**config.mk**
```make
export PLATFORM = sky130hd
export DESIGN_NAME = frur_sqrt_pipe
export DESIGN_NICKNAME = d
export VERILOG_FILES = /design/src/rtl/frur_pkg.sv /design/src/rtl/frur_sqrt_pipe.sv
export SDC_FILE = /design/constraint.sdc
export NUM_CORES = 2
export LEC_CHECK = 0
export BUFFER_PORTS_ARGS = -buffer_cell sky130_fd_sc_hd__buf_2
export CAP_MARGIN = 20
export CORE_UTILIZATION = 30
export DETAILED_ROUTE_END_ITERATION = 10
export GPL_ROUTABILITY_DRIVEN = 0
export GPL_TIMING_DRIVEN = 0
export PLACE_DENSITY = 0.53
export SYNTH_ARGS = -nofsm -noshare
export SYNTH_HDL_FRONTEND = slang
export SYNTH_SLANG_ARGS = --single-unit
```
**constraint.sdc**
```tcl
create_clock -name clk -period 12 [get_ports clk]
set_input_delay 1.2 -clock clk [delete_from_list [all_inputs] [get_ports clk]]
set_output_delay 1.2 -clock clk [all_outputs]
set_load 0.005 [all_outputs]
```
**src/rtl/frur_pkg.sv**
```systemverilog
// ----------------------------------------------------------------------------
// frur_pkg
// Types and constants shared by the unpolarized Fresnel reflectance pipeline.
// ----------------------------------------------------------------------------
package frur_pkg;

  // configuration register indexes
  localparam logic [1:0] CFG_SHARED_MODE = 2'd0;
  localparam logic [1:0] CFG_SHARED_N1   = 2'd1;
  localparam logic [1:0] CFG_SHARED_N2   = 2'd2;

  localparam logic [15:0] INDEX_ONE = 16'd4096;   // 1.0 in Q4.12
  localparam logic [15:0] REFL_ONE  = 16'd32768;  // 1.0 in Q1.15

  localparam int SQRT_STAGES = 32;  // one result bit per stage
  localparam int DIV_STAGES  = 30;  // one quotient bit per stage
  localparam int RAD_W       = 63;  // radicand width
  localparam int ROOT_W      = 32;
  localparam int DIV_W       = 49;  // widest numerator / denominator

  typedef struct packed {
    logic [15:0]        n_incident;
    logic [15:0]        n_transmit;
    logic signed [15:0] cos_theta;
    logic               end_of_batch;
  } frur_in_t;

  typedef struct packed {
    logic [15:0] reflectance;
    logic        total_internal;
    logic        batch_end;
  } frur_out_t;

  // side data that travels beside the square root stages
  typedef struct packed {
    logic        v;
    logic        pos_c;
    logic        tir;
    logic        eob;
    logic [30:0] p;
    logic [15:0] n1;
    logic [31:0] n2sq;
    logic [14:0] c;
  } frur_sb1_t;

  // side data that travels beside the divider stages
  typedef struct packed {
    logic v;
    logic pos_c;
    logic tir;
    logic zero;
    logic one_s;
    logic one_p;
    logic eob;
  } frur_sb2_t;

endpackage

```
**src/rtl/frur_sqrt_pipe.sv**
```systemverilog
// ----------------------------------------------------------------------------
// frur_sqrt_pipe
// Pipelined integer square root, floor(sqrt(d)), one root bit per stage.
// ----------------------------------------------------------------------------
module frur_sqrt_pipe
  import frur_pkg::*;
(
  input  logic              clk,
  input  logic              en,
  input  logic [RAD_W-1:0]  d_i,
  output logic [ROOT_W-1:0] s_o
);

  logic [63:0] x_r   [SQRT_STAGES];
  logic [63:0] res_r [SQRT_STAGES];

  for (genvar i = 0; i < SQRT_STAGES; i++) begin : g_stage
    localparam logic [63:0] BIT = 64'd1 << (62 - 2 * i);
    logic [63:0] x_in, res_in, trial;

    always_comb begin
      if (i == 0) begin
        x_in   = {1'b0, d_i};
        res_in = '0;
      end else begin
        x_in   = x_r[(i == 0) ? 0 : i - 1];
        res_in = res_r[(i == 0) ? 0 : i - 1];
      end
      trial = res_in + BIT;
    end

    // restoring step: subtract the trial value when it fits
    always_ff @(posedge clk) begin
      if (en) begin
        if (x_in >= trial) begin
          x_r[i]   <= x_in - trial;
          res_r[i] <= (res_in >> 1) + BIT;
        end else begin
          x_r[i]   <= x_in;
          res_r[i] <= res_in >> 1;
        end
      end
    end
  end

  assign s_o = res_r[SQRT_STAGES-1][ROOT_W-1:0];

endmodule

```
==> flow_summary.ini <==
[run_status]
status = finished, final reports clean

[critical_path]
crit_chain = inv_1, ha_1, nor2b_1, o21ai_0, a21boi_0, nor3_1, o21ai_0, a31oi_1, a22oi_2, nor3b_2, or3b_1, xnor2_1
worst_setup_path_end_kind = register
cp_slowest_cell = a22oi_2
crit_buf_inv = 1
crit_path_start_kind = register
worstSetupPathType = reg2reg
cp_top_family = compound AO/OA/AOI/OAI gates
required_ps = 12640
crit_fanout = 8
critPathMostFrequentCell = o21ai_0
max_stage_delay_ps = 830
arrival_ps = 6110

[logic_synthesis]
ys.flop_type = edfxtp_1
synthTopCellsByArea = edfxtp_1 (62%), ha_1 (5.7%), xnor2_1 (3.2%), xor2_1 (3.1%), o21ai_0 (2.5%)
ys_async_sr_fraction_pct = 0
synth-edff-count = 2512
ys_ff_latch = 2512
synth_top_area_share_pct = 62.19
synth_nets = 10420
synth_area_um2 = 121300
synth-compound-area-share_pct = 9.256
ys_seq_area_share_pct = 62.19
synthMuxAreaShare_pct = 0.7416
synth_top_family_by_area = simple AND/OR/NAND/NOR gates
yosys.area_share.simple_pct = 12.91
syn_inst = 9800
synth_cell_type_count = 92
yosys.area.top_type = edfxtp_1
avgSynthCellArea_um2 = 12.38
synthAdderAreaFrac_pct = 5.735
synth_xor_area_share_pct = 6.318
yosys_warnings = 0

[power_and_ir_drop]
switching_share_pct = 29.45
p_comb_share_pct = 20.6
power_density_nw_per_um2 = 186.2
peakVddDrop_mv = 0.1201
intPower_mw = 18.22
cellLeakagePower_nw = 50.43
seq_power_share_pct = 46.3
netSwitchingPower_mw = 7.604
p_clk_share_pct = 33.2
power_mw = 25.82

[sta]
min_period_ps = 5470
fmax_mhz = 182.8
tightest_slew_ps = 1322
worst_slack_ps = 6530
rsz0062_at_grt = false
fin_crit_sh_pct = 45.59
hold_viol = 0
slew_headroom_pct = 10.75
finalMaxSlewViolations = 0
whs_ps = 427.1
skew_ps = 90.49
setup_violations = 0

[floorplanning]
core-area_um2 = 402600
num_rows = 233
die_x_um = 637.9
io_pins = 97
die_h_um = 637.9
dieArea_um2 = 406900
start_util_pct = 30.13

[cts]
clockBufferDepth = 4
clock_latency_ps = 900
cts_root_buffer = clkbuf_16
postCtsSetupBuffers = 0
ctsHoldBuffers = 0
ctsResizeCount = 0
cts-buffers-inserted = 288
cts_sinks = 2512
cts_tree = yes
htreeDepth = 5
clkSlewWorstSetupHoldPaths_ps = 60

[layout]
final_cell_mix = edfxtp_1 (2512), nand2_1 (763), inv_1 (679), o21ai_0 (602), nor2_1 (563)
fin_nets = 10850
layout-drive-gt1-share_pct = 7.126
utilization_pct = 34.44
area_delta_synth_final_pct = 14.32
final_common_cell = edfxtp_1

[grt]
antenna_found_initial = 16
grt_pass1_wl_um = 466600
grt_pass1_vias = 74270
grt_overflow = 0
grt_max_degree = 74
track_usage_pct = 14.84

[flow_run]
cap_violations = 0

[detailed_routing]
wl_per_cell_um = 19.58
ant_nets = 0
drt_iter0_markers = 7293
wirelength_um = 310400
dr.pass1.iters = 5
vias_per_cell = 4.903
num_vias = 77720
drt_drc_violations_left = 0

[place]
io_buffers = 96
dp_worst_setup_slack_ps = 6338
hpwl_um = 241100

[hold_path]
min_path_type = reg2reg
==> through the flow <==
stage               setup TNS, ps  std cells  cell area (µm²)
floorplan                       0       9800           121300
global placement           -51880      15300           128500
detailed placement              0      15340           129500
CTS                             0      15840           138600
global route                    0      15850           138700
finish                          0      15850           138700
==> power by group through the flow <==
stage,combinational [mW],clock (mW),sequential (mW)
4_1_cts,5.27,8.79,12.0
5_1_grt,5.91,9.11,12.1
3_5_place_dp,5.22,0,12.1
3_3_place_gp,5.20,0,12.2
6_report,5.31,8.56,11.9
2_1_floorplan,3.92,0,11.8
==> registers in the layout, summed over array words and instances (netlist names) <==
| name | count |
|---|---|
| x_r | 1984 |
| res_r | 528 |
==> per-layer routing <==
layer | vias to the layer above | share of wire (%) | global-route usage [%] | routed length [µm]
li1 | 37530 | - | - | -
met1 | 37590 | 46 | 20.91 | 143100
met2 | 2207 | 45 | 23.62 | 139700
met3 | 381 | 6.3 | 2.435 | 19530
met4 | 2 | 2.6 | 3.924 | 8087
met5 | - | 0.016 | 0 | 50
==> Yosys cell counts (42+ instances only) <==
master,n
edfxtp_1,2512
nand2_1,763
inv_1,679
o21ai_0,602
nor2_1,563
ha_1,556
a21oi_1,478
xnor2_1,442
xor2_1,433
nor4_1,345
nor3_1,288
a21o_1,230
clkbuf_1,220
nand3_1,187
nand4_1,160
nand2b_1,136
o21a_1,100
or3_1,97
nor2b_1,81
or4_1,74
mux2_2,70
nor4b_1,58
o21bai_1,51
a31oi_1,50
and3_1,50
a211oi_1,49
or2_2,46
nand3b_1,42
==> path summary, 6_finish.rpt <==
check	slack, ps	from	end	cells past startpoint
worst max-delay path	6530	res_r[1][340]	x_r[1][443]	12
worst max register to register	6530	res_r[1][340]	x_r[1][443]	12
worst min-delay path	430	res_r[1][480]	res_r[1][543]	0
worst min register to register	430	res_r[1][480]	res_r[1][543]	0
==> final cells by class <==
| type | count | area, µm² |
|---|---|---|
| Buffer | 235 | 1030 |
| Inverter | 680 | 2552 |
| Sequential cell | 2512 | 75430 |
| Tap cell | 5405 | 6763 |
| Clock buffer | 354 | 7689 |
| Antenna cell | 5 | 12.51 |
| Timing Repair Buffer | 137 | 1333 |
| Multi-Input combinational cell | 6373 | 42440 |
| Clock inverter | 150 | 1411 |
| Fill cell | 39530 | 263900 |
==> logic make-up (layout without fill, tap and decap cells) <==
group / after synthesis / count (layout)
adders and majority gates: 556 / 556
xor gates and xnor gates: 875 / 875
AOI/OAI and AO/OA: 1825 / 1825
DFF: 2512 / 2512
buffers and inverters: 915 / 1556
and+or+nand+nor: 3036 / 3036
muxes: 81 / 81
other: 0 / 5
Power figures use the tool's default switching activity.
